[config.mk]
export PLATFORM = sky130hd
export DESIGN_NAME = spa_mul
export DESIGN_NICKNAME = d
export VERILOG_FILES = /design/src/rtl/spa_mul.sv
export SDC_FILE = /design/constraint.sdc
export NUM_CORES = 2
export LEC_CHECK = 0
export BUFFER_PORTS_ARGS = -buffer_cell sky130_fd_sc_hd__buf_2
export CORE_AREA = 3 3 245 247
export DETAILED_ROUTE_END_ITERATION = 10
export DIE_AREA = 0 0 248 250
export GPL_TIMING_DRIVEN = 0
export HOLD_SLACK_MARGIN = 0.12
export PLACE_DENSITY = 0.81
export SYNTH_ARGS = -nofsm -noshare
export SYNTH_HDL_FRONTEND = slang
export SYNTH_SLANG_ARGS = --single-unit
[constraint.sdc]
create_clock -name clk -period 7.7 [get_ports clk]
set_input_delay 0.385 -clock clk [delete_from_list [all_inputs] [get_ports clk]]
set_output_delay 0.385 -clock clk [all_outputs]
set_load 0.05 [all_outputs]
[src/rtl/spa_mul.sv]
// spa_mul: shared 32x32 unsigned multiplier with registered product
// no dependencies

module spa_mul (
	input  logic        clk,
	input  logic [31:0] op_a,
	input  logic [31:0] op_b,
	output logic [63:0] prod_q
);

	// one multiply per cycle, product available in the next cycle
	always_ff @(posedge clk) begin
		prod_q <= 64'(op_a) * 64'(op_b);
	end

endmodule

==> results.md <==
* Type of origin of the critical path: primary input
* Number of buffers added by the clock tree synthesis step at 9
* Via count of the first global-routing pass at 29660
* Post-detailed-route count of antenna-violating nets at 0
* Global-route total usage across every layer at a little over two fifths
* Total of hold buffers inserted after clock tree synthesis at 0
* Final Hold Violating Endpoints at 0
* Number of vias per cell after detailed routing at ~6.0
* Total of buffers placed on input and output ports at around 130
* Number of distinct standard cells referenced by the synthesized netlist at 57
* HP Start: op_b[0]
* Count of flip-flops with a built-in enable after synthesis at 0
* Detailed-routing iteration count for the pre-antenna-repair pass at 8
* Maximum number of pins on one net before global-route repair at 13
* Synth Area per Inst at between 9 and 10 sq um
* Required time of the critical path at between 7 and 8 ns
* Initial standard-cell utilization of the core at between 50% and 60%
* Hold_ws at approximately 0.37 ns
* CTS clock-pin slew for the worst setup and hold paths at approximately 0.060 ns
* Total of warnings raised by yosys at 0
* Proportion of layout cells with a drive suffix above 1 at a little under a tenth
* Summed negative setup slack over all endpoints at -0.01204 ns
* Area Growth Syn to Fin at 6.982%
* Fraction of registers with async set or reset after synthesis at 0%
* Slew at the pin with the worst max-slew slack at between 1 and 1.5 ns
* Post-layout utilization of the core at between 60% and 70%
* Slew HR at 28.17%
* CP Capture Type: register
* Post-layout nets at approximately 5000
* Syn Inst Count at between 3000 and 4000
* Placement-stage cell area at approximately 36000 sq um
* Total nets after synthesis at around 5000
* Max reg flops at 64
* DIE WIDTH at 248 um
* Count of pins on the block boundary at approximately 130
* Area of the core at a little under 60000 sq um
* Overflow after GRT at 0
* Root Driver: clkbuf_16
* CTS H-tree depth at 3
* Min-Delay Path Class: primary input to register
* Type of the worst setup path: primary input to register
* Maximum buffer depth of the clock tree at 2
* Average wire per standard cell at roughly 27 um
* CTS sink count at 64
* Mapped cell area at approximately 35000 sq um
* Achievable Freq at roughly 130 MHz
* Final routed DRC violation total at 0
* Post-route worst setup slack at -0.01204 ns
* # Max-Cap Violations at 0
* Clock tree from TritonCTS: built
* Part of the cycle the worst path needs at 100.2%
* Global-route wire length before repair at around 190 mm
* Max stage delay cell, worst path: clkbuf_1
* Largest registers ranked by flip-flop count: prod_q: 64 flops
* Outcome: finished with violations
* Finished Cell Area at roughly 37000 sq um
* Total wirelength of the detailed-routed design at between 100 and 150 mm
* CP Data Arrival Time at ~8 ns
* Commonest non-fill, non-tap cell in the layout: fa_1
* Initial drt markers at 2959
* Top library cells by usage in the layout, fill and taps aside: fa_1 (891), inv_1 (865), and2_1 (602), nand2_1 (480), ha_1 (259)
* Most numerous cell on the critical path: fa_1
* Most used flip-flop cell after synthesis: dfxtp_1
* Die Y at 250 um
* Number of antenna violations at the first check in global routing at 17
* Top register by number of flip-flops: prod_q
* Final-report setup violation count at 1
* Number of synthesized register bits at 64
* Final HPWL from detailed placement at approximately 110 mm
* Crit path max fanout at 10
* Std-Cell Rows at between 80 and 90
* Biggest cell delay along the critical path at slightly above 0.8 ns
* Area of the die at 62000 sq um
* Sequential area share after synthesis at 3.695%
* Failing checks: negative setup slack
* Max Transition Viols Final at 0
* Min cycle time layout at 7.712 ns
* First element of the critical path: op_a[2]
* Unrepaired setup endpoints after global routing: true
* Global placer's final weighted congestion at approximately 1.1
* Via count of the routed design at approximately 28000
[through the flow]
stage,cells,setup WS [ns]
after global routing,4654,-0.07570
after CTS,4657,-0.08761
after global placement,4641,-1.020
final,4666,-0.01204
after detailed placement,4641,-1.032
after floorplan,3748,0.5623
[layer usage]
metal,wire (um),vias up,GRT usage (%)
met4,14710,2,35.63
li1,-,11160,-
met1,41400,13990,51.33
met3,16650,692,11.15
met2,55180,2233,63.32
met5,13,-,0
[final cells by class]
| type | instances | area [sq um] |
|---|---|---|
| Buffer | 213 | 1165 |
| Timing Repair Buffer | 132 | 673.1 |
| Tap cell | 765 | 957.2 |
| Multi-Input combinational cell | 2599 | 29420 |
| Sequential cell | 64 | 1281 |
| Inverter | 865 | 3247 |
| Antenna cell | 12 | 30.03 |
| Fill cell | 4840 | 20710 |
| Clock inverter | 7 | 95.09 |
| Clock buffer | 9 | 225.2 |
[cell families after synthesis]
group / Yosys count / share of synthesized area (%)
xor gates and xnor gates: 60 / 1.515
and+or+nand+nor: 1177 / 17.62
AOI/OAI and AO/OA: 202 / 4.153
buffers and inverters: 1085 / 11.77
adders and majority gates: 1159 / 61.22
muxes: 1 / 0.02887
DFF: 64 / 3.695
[what timing repair did]
item                       CTS  global route
buffers inserted             1             3
setup endpoints to repair   24            20
gates resized for setup    157           189
pin swaps                    1             3
[cell usage after synthesis (all sizes together) (3+ instances only)]
cell type,instances,area (sq um)
a211oi,3,22.52
a21boi,3,22.52
a21o,40,300.3
a21oi,66,341.6
a221o,4,40.04
a221oi,4,87.59
a31oi,12,75.07
and2,602,3766
and3,14,87.58
and4,3,26.28
buf,7,33.78
clkbuf,213,799.5
dfxtp,64,1281
fa,896,17940
ha,263,3291
inv,865,3247
nand2,480,1802
nand3,10,50.05
nand4,23,143.9
nor2,20,75.07
nor3,7,35.03
o21a,9,67.56
o21ai,26,130.1
o21bai,11,86.33
o221ai,3,26.28
o31ai,5,78.82
or2,3,18.77
or3,3,18.77
or4,3,22.52
xnor2,35,306.5
xor2,25,219.0
[critical path, delay by kind of cell]
| kind | cells | cell delay, ns |
|---|---|---|
| AO/OA/AOI/OAI | 6 | 1.17 |
| XOR/XNOR | 1 | 0.19 |
| adder cells (fa/ha/maj) | 9 | 4.02 |
| buffers and inverters | 6 | 1.38 |
| AND/OR/NAND/NOR | 3 | 0.82 |
[worst paths after layout]
| kind | end | cells after the start |
|---|---|---|
| worst max-delay path | prod_q[62] | 25 |
| worst min-delay path | prod_q[0] | 2 |
Power is left out: the tool's default activity adds up to more than one toggle a clock period on the data nets, which glitch-free logic cannot reach.
