==> config.mk <==
export PLATFORM = sky130hd
export DESIGN_NAME = spa_div
export DESIGN_NICKNAME = d
export VERILOG_FILES = /design/src/rtl/spa_pkg.sv /design/src/rtl/spa_div.sv
export SDC_FILE = /design/constraint.sdc
export NUM_CORES = 1
export LEC_CHECK = 0
export BUFFER_PORTS_ARGS = -buffer_cell sky130_fd_sc_hd__buf_4
export CORE_UTILIZATION = 35
export DETAILED_ROUTE_END_ITERATION = 8
export GPL_TIMING_DRIVEN = 0
export SLEW_MARGIN = 20
export SYNTH_ARGS = -nofsm -noshare
export SYNTH_HDL_FRONTEND = slang
export SYNTH_SLANG_ARGS = --single-unit
==> constraint.sdc <==
create_clock -name clk -period 4.6 [get_ports clk]
set_input_delay 0.23 -clock clk [delete_from_list [all_inputs] [get_ports clk]]
set_output_delay 0.23 -clock clk [all_outputs]
set_load 0.03 [all_outputs]
==> src/rtl/spa_pkg.sv <==
// spa_pkg: shared constants, types and the exponent coefficient table
// for the sparse pair affinity unit. No dependencies.

package spa_pkg;

	localparam int MAX_POINTS    = 1024;
	localparam int MAX_DIM       = 16;
	localparam int MAX_NEIGHBORS = 64;

	localparam int PT_W    = $clog2(MAX_POINTS);
	localparam int DIM_W   = $clog2(MAX_DIM);
	localparam int CNT_W   = $clog2(MAX_NEIGHBORS) + 1;
	localparam int SLOT_W  = 6;
	localparam int COORD_W = 16;
	localparam int BETA_W  = 32;
	localparam int NORM_W  = 32;
	localparam int RAD_W   = 40;
	localparam int DIST_W  = 40;
	localparam int AFF_W   = 32;
	localparam int TOT_W   = 48;
	localparam int EXP_W   = 33;
	localparam int T_W     = 21;
	localparam int K_W     = 5;

	// configuration register widths and indexes
	localparam int LIM_W   = 7;
	localparam int NPTS_W  = 11;
	localparam int DIMS_W  = 5;
	localparam int CFG_W   = 11;
	localparam int CFG_IDX_W = 2;
	localparam logic [CFG_IDX_W-1:0] CFG_NEIGHBOR_LIMIT = 2'd0;
	localparam logic [CFG_IDX_W-1:0] CFG_POINT_COUNT    = 2'd1;
	localparam logic [CFG_IDX_W-1:0] CFG_DIMS_IN_USE    = 2'd2;

	typedef enum logic [1:0] {
		FN_LOAD_COORD = 2'd0,
		FN_LOAD_PARAM = 2'd1,
		FN_PAIR       = 2'd2,
		FN_CLEAR      = 2'd3
	} func_t;

	// per point parameters held in one memory word
	typedef struct packed {
		logic [RAD_W-1:0]  radius;
		logic [NORM_W-1:0] norm;
		logic [BETA_W-1:0] beta;
	} param_t;

	// divider request
	typedef struct packed {
		logic              start;
		logic [EXP_W-1:0]  dividend;
		logic [NORM_W-1:0] divisor;
	} div_req_t;

	typedef struct packed {
		logic             done;
		logic [AFF_W-1:0] quot;
	} div_rsp_t;

	// round(2^32 * exp(-2^k)) for k = -16 .. 4, indexed from 0
	function automatic logic [31:0] exp_coef(input logic [K_W-1:0] k);
		logic [31:0] c;
		case (k)
			5'd0:  c = 32'd4294901760;
			5'd1:  c = 32'd4294836226;
			5'd2:  c = 32'd4294705160;
			5'd3:  c = 32'd4294443040;
			5'd4:  c = 32'd4293918848;
			5'd5:  c = 32'd4292870656;
			5'd6:  c = 32'd4290775039;
			5'd7:  c = 32'd4286586875;
			5'd8:  c = 32'd4278222805;
			5'd9:  c = 32'd4261543595;
			5'd10: c = 32'd4228380000;
			5'd11: c = 32'd4162825044;
			5'd12: c = 32'd4034748382;
			5'd13: c = 32'd3790295335;
			5'd14: c = 32'd3344923893;
			5'd15: c = 32'd2605029347;
			5'd16: c = 32'd1580030169;
			5'd17: c = 32'd581260615;
			5'd18: c = 32'd78665070;
			5'd19: c = 32'd1440801;
			5'd20: c = 32'd483;
			default: c = 32'd0;
		endcase
		return c;
	endfunction

endpackage

==> src/rtl/spa_div.sv <==
// spa_div: restoring divider, one quotient bit a cycle, saturating quotient
// depends on spa_pkg

module spa_div (
	input  logic              clk,
	input  logic              arst_n,
	input  spa_pkg::div_req_t req,
	output spa_pkg::div_rsp_t rsp
);

	localparam int STEP_W = $clog2(spa_pkg::EXP_W + 1);

	logic                        busy_q;
	logic                        done_q;
	logic [STEP_W-1:0]           step_q;
	logic [spa_pkg::EXP_W-1:0]   num_q;
	logic [spa_pkg::EXP_W-1:0]   quot_q;
	logic [spa_pkg::EXP_W-1:0]   rem_q;
	logic [spa_pkg::NORM_W-1:0]  den_q;
	logic [spa_pkg::EXP_W:0]     trial;
	logic [spa_pkg::EXP_W:0]     den_ext;
	logic                        fits;

	// trial subtraction of one step
	always_comb begin
		trial   = {rem_q, num_q[spa_pkg::EXP_W-1]};
		den_ext = (spa_pkg::EXP_W+1)'(den_q);
		fits    = trial >= den_ext;
	end

	always_ff @(posedge clk or negedge arst_n) begin
		if (!arst_n) begin
			busy_q <= 1'b0;
			step_q <= '0;
			done_q <= 1'b0;
		end else begin
			done_q <= 1'b0;
			if (req.start) begin
				busy_q <= 1'b1;
				step_q <= '0;
				num_q  <= req.dividend;
				rem_q  <= '0;
				quot_q <= '0;
				// a zero normaliser counts as one
				den_q  <= (req.divisor == '0) ? spa_pkg::NORM_W'(1) : req.divisor;
			end else if (busy_q) begin
				num_q  <= {num_q[spa_pkg::EXP_W-2:0], 1'b0};
				quot_q <= {quot_q[spa_pkg::EXP_W-2:0], fits};
				rem_q  <= fits ? spa_pkg::EXP_W'(trial - den_ext) : trial[spa_pkg::EXP_W-1:0];
				step_q <= step_q + 1'b1;
				if (step_q == STEP_W'(spa_pkg::EXP_W - 1)) begin
					busy_q <= 1'b0;
					done_q <= 1'b1;
				end
			end
		end
	end

	// saturate the quotient to the affinity width
	assign rsp = '{done: done_q,
		quot: quot_q[spa_pkg::EXP_W-1] ? '1 : quot_q[spa_pkg::AFF_W-1:0]};

endmodule

==> results.cfg <==
[sta]
rsz0062_at_grt = false
tightest_slew_ns = 1.04
layout_setup_ws_ns = 0.927
relSlewSlack = 0.304
report.final.hold_viol_count = 4
fin_tns_setup_ns = 0
hold_ws_ns = -0.0182
fin_crit_ns = 3.67
fmax_mhz = 272
fin_skew_ns = 0.0104
finalMaxSlewViolations = 0
finalSetupViolations = 0
fin_crit_sh = 0.798

[power]
p_comb_frac = 0.271
power_mw = 4.09
sw_frac_of_total = 0.329
clkPwrFrac = 0.335
netSwitchingPower_mw = 1.35
leakage_nw = 4.29
power_density_mw_per_mm2 = 401
vdd_ir_drop_max_v = 0.000279
seqPwrFrac = 0.394
intPower_mw = 2.74

[clock_network]
h-tree-depth = 4
hold_buffers = 0
clkTransAtPathRegs_ns = 0.07
cts.sinks = 139
cts_setup_buffers = 0
cts-root-buf = clkbuf_16
cts_made_buffers = 17
cts_resized = 0
insertion_delay_ns = 0.43
cts_tree = yes
clockBufferDepth = 2

[yosys]
synthCells = 795
yosys_warnings = 0
synth-seq-cells = 139
synthFlopType = edfxtp_1
syn-num-nets = 898
async_flop_share = 0.0576
ys_seq_area_frac = 0.492
syn_area_mm2 = 0.00840
synth.distinct_cells = 64
avgSynthCellArea_um2 = 10.6
synth-edff-count = 131

[setup_path]
crit_path_max_fanout = 4
crit_path_start_kind = flop
slowest_stage = a2111oi_0
crit_type = reg2reg
worstPathArrival_ns = 3.86
cp_data_required_time_ns = 4.79
crit_path_cell_trace = inv_1 > ha_1 > inv_1 > fa_1 > a211oi_2 > o211ai_1 > a2111oi_0 > nor2_1 > a21oi_1 > o21ai_0 > xor2_1 > a31o_2
crit_buf_inv = 2
path_common_cell = inv_1
cp-end-kind = flop
slowest_delay_ns = 0.64
crit_family = compound AO/OA/AOI/OAI gates

[cells_and_area]
drive_above_1_share = 0.234
layout_commonest_cell = edfxtp_1
fin_nets = 1019
antenna_cells = 0
layout_common_cells = 131 x edfxtp_1, 101 x buf_4, 85 x nor2_1
area_growth_pct = 21.2
finish.utilization = 0.433

[drt]
drt_iter0_drc = 428
vias_per_cell = 5.02
num_vias = 6270
route.detailed.drc = 0
drtPass1Iterations = 5
wl_mm = 19.7
wl_per_cell_um = 15.8
ant_nets = 0

[outcome]
violations = negative hold slack
status = finished with violations

[floorplanning]
num_rows = 56
initial_core_util = 0.357
dieHeight_um = 157
io_pins = 101
die-area_mm2 = 0.0246
die_w_um = 157
coreArea_mm2 = 0.0235

[hold_path]
min_path_type = in2async

[place]
post-place-ws_ns = 0.966
place_hpwl_mm = 14.2
gp_congestion = 0.868
portBuffers = 100

[grt]
grt_start_max_net_pins = 77
grt_pass1_vias = 6165
overflow = 0
track_usage = 0.169
antenna_found_initial = 0
grt_pass1_wl_mm = 32.0

[job]
maxCapViolations = 0
## routing by layer
metal,routed length [µm],up-vias,GRT usage
li1,-,3144,-
met1,9290,2971,0.228
met2,9100,132,0.266
met3,898,23,0.0358
met4,368,0,0.0598
met5,0,-,0
## state kept, by name, indices dropped and copies added, names as in the netlist
name and count:
done_q 1, quot_q 33, step_q 6, rem_q 33
busy_q 1, den_q 32, num_q 33
## cells in the mapped netlist (all sizes together) (2+ instances only)
cell type | instances | area, µm²
a2111o | 2 | 22.5
a2111oi | 3 | 26.3
a211oi | 24 | 190
a21o | 6 | 45.0
a21oi | 40 | 200
a311oi | 5 | 43.8
a31o | 2 | 17.5
a31oi | 4 | 25.0
a32o | 2 | 20.0
and2 | 8 | 50.1
and3 | 8 | 55.1
buf | 12 | 60.1
clkbuf | 58 | 218
dfrtp | 8 | 200
edfxtp | 131 | 3930
ha | 34 | 425
inv | 48 | 180
mux2 | 35 | 398
mux2i | 56 | 561
nand2 | 38 | 143
nand2b | 2 | 12.5
nand3 | 10 | 55.1
nand4 | 19 | 119
nor2 | 85 | 319
nor2b | 6 | 37.5
nor3 | 8 | 40.0
nor4 | 12 | 81.3
o211ai | 7 | 52.6
o21a | 5 | 37.5
o21ai | 27 | 146
o21bai | 6 | 45.0
o22ai | 2 | 12.5
o31ai | 4 | 30.0
or2 | 34 | 213
or3 | 3 | 18.8
xnor2 | 15 | 131
xor2 | 11 | 96.3
## path summary, 6_finish.rpt
kind | startpoint | slack (ns) | cells after the start | to
min in group clk | req[13] | 0.06 | 2 | den_q[13]$_SDFFCE_PN0P_
worst max-delay path | num_q[32]$_DFFE_PP_ | 0.93 | 12 | rem_q[28]$_SDFFCE_PP0P_
worst min-delay path | arst_n | -0.02 | 1 | step_q[3]$_DFFE_PN0N_
max in group asynchronous | arst_n | 3.97 | 1 | step_q[4]$_DFFE_PN0N_
worst min register to register | num_q[19]$_DFFE_PP_ | 0.55 | 1 | num_q[20]$_DFFE_PP_
worst max register to register | num_q[32]$_DFFE_PP_ | 0.93 | 12 | rem_q[28]$_SDFFCE_PP0P_
## worst reg2reg max path: cells and delay by family (launching register included)
kind / cells / cell delay, ns
buf+inv: 2 / 0.13
compound gates: 6 / 1.89
flops: 1 / 0.38
simple gates: 1 / 0.26
xor+xnor: 1 / 0.18
fa+ha+maj: 2 / 0.59
## cells by family (layout without fill, tap and decap cells)
group,after synthesis,count (layout),share of synthesized area
adder cells (fa/ha/maj),35,35,0.0530
flip-flops,139,139,0.492
AND/OR/NAND/NOR,236,236,0.139
XOR/XNOR,26,26,0.0271
multiplexers,91,91,0.114
buffers and inverters,118,252,0.0545
AO/OA/AOI/OAI,150,150,0.121
## cell type report
type	count	area, µm²
inverters	48	180
multi-input cells	538	3820
fillers	2316	13400
flip-flops and latches	139	4130
repair buffers	102	798
well taps	319	399
clock buffers	17	425
clock inverters	15	150
plain buffers	70	278
## through the flow
step,area [µm²],instances
final,10200,1248
after global routing,10200,1248
after CTS,10200,1248
after detailed placement,9610,1216
after global placement,9550,1214
after floorplan,8400,795
## power groups by stage
stage / clock network [mW] / registers [mW] / logic, mW
after global routing: 1.44 / 1.63 / 1.23
after detailed placement: 0 / 1.64 / 1.10
after global placement: 0 / 1.64 / 1.08
final: 1.37 / 1.61 / 1.11
after CTS: 1.39 / 1.61 / 1.11
after floorplan: 0 / 1.61 / 0.819
Power figures use the tool's default switching activity.
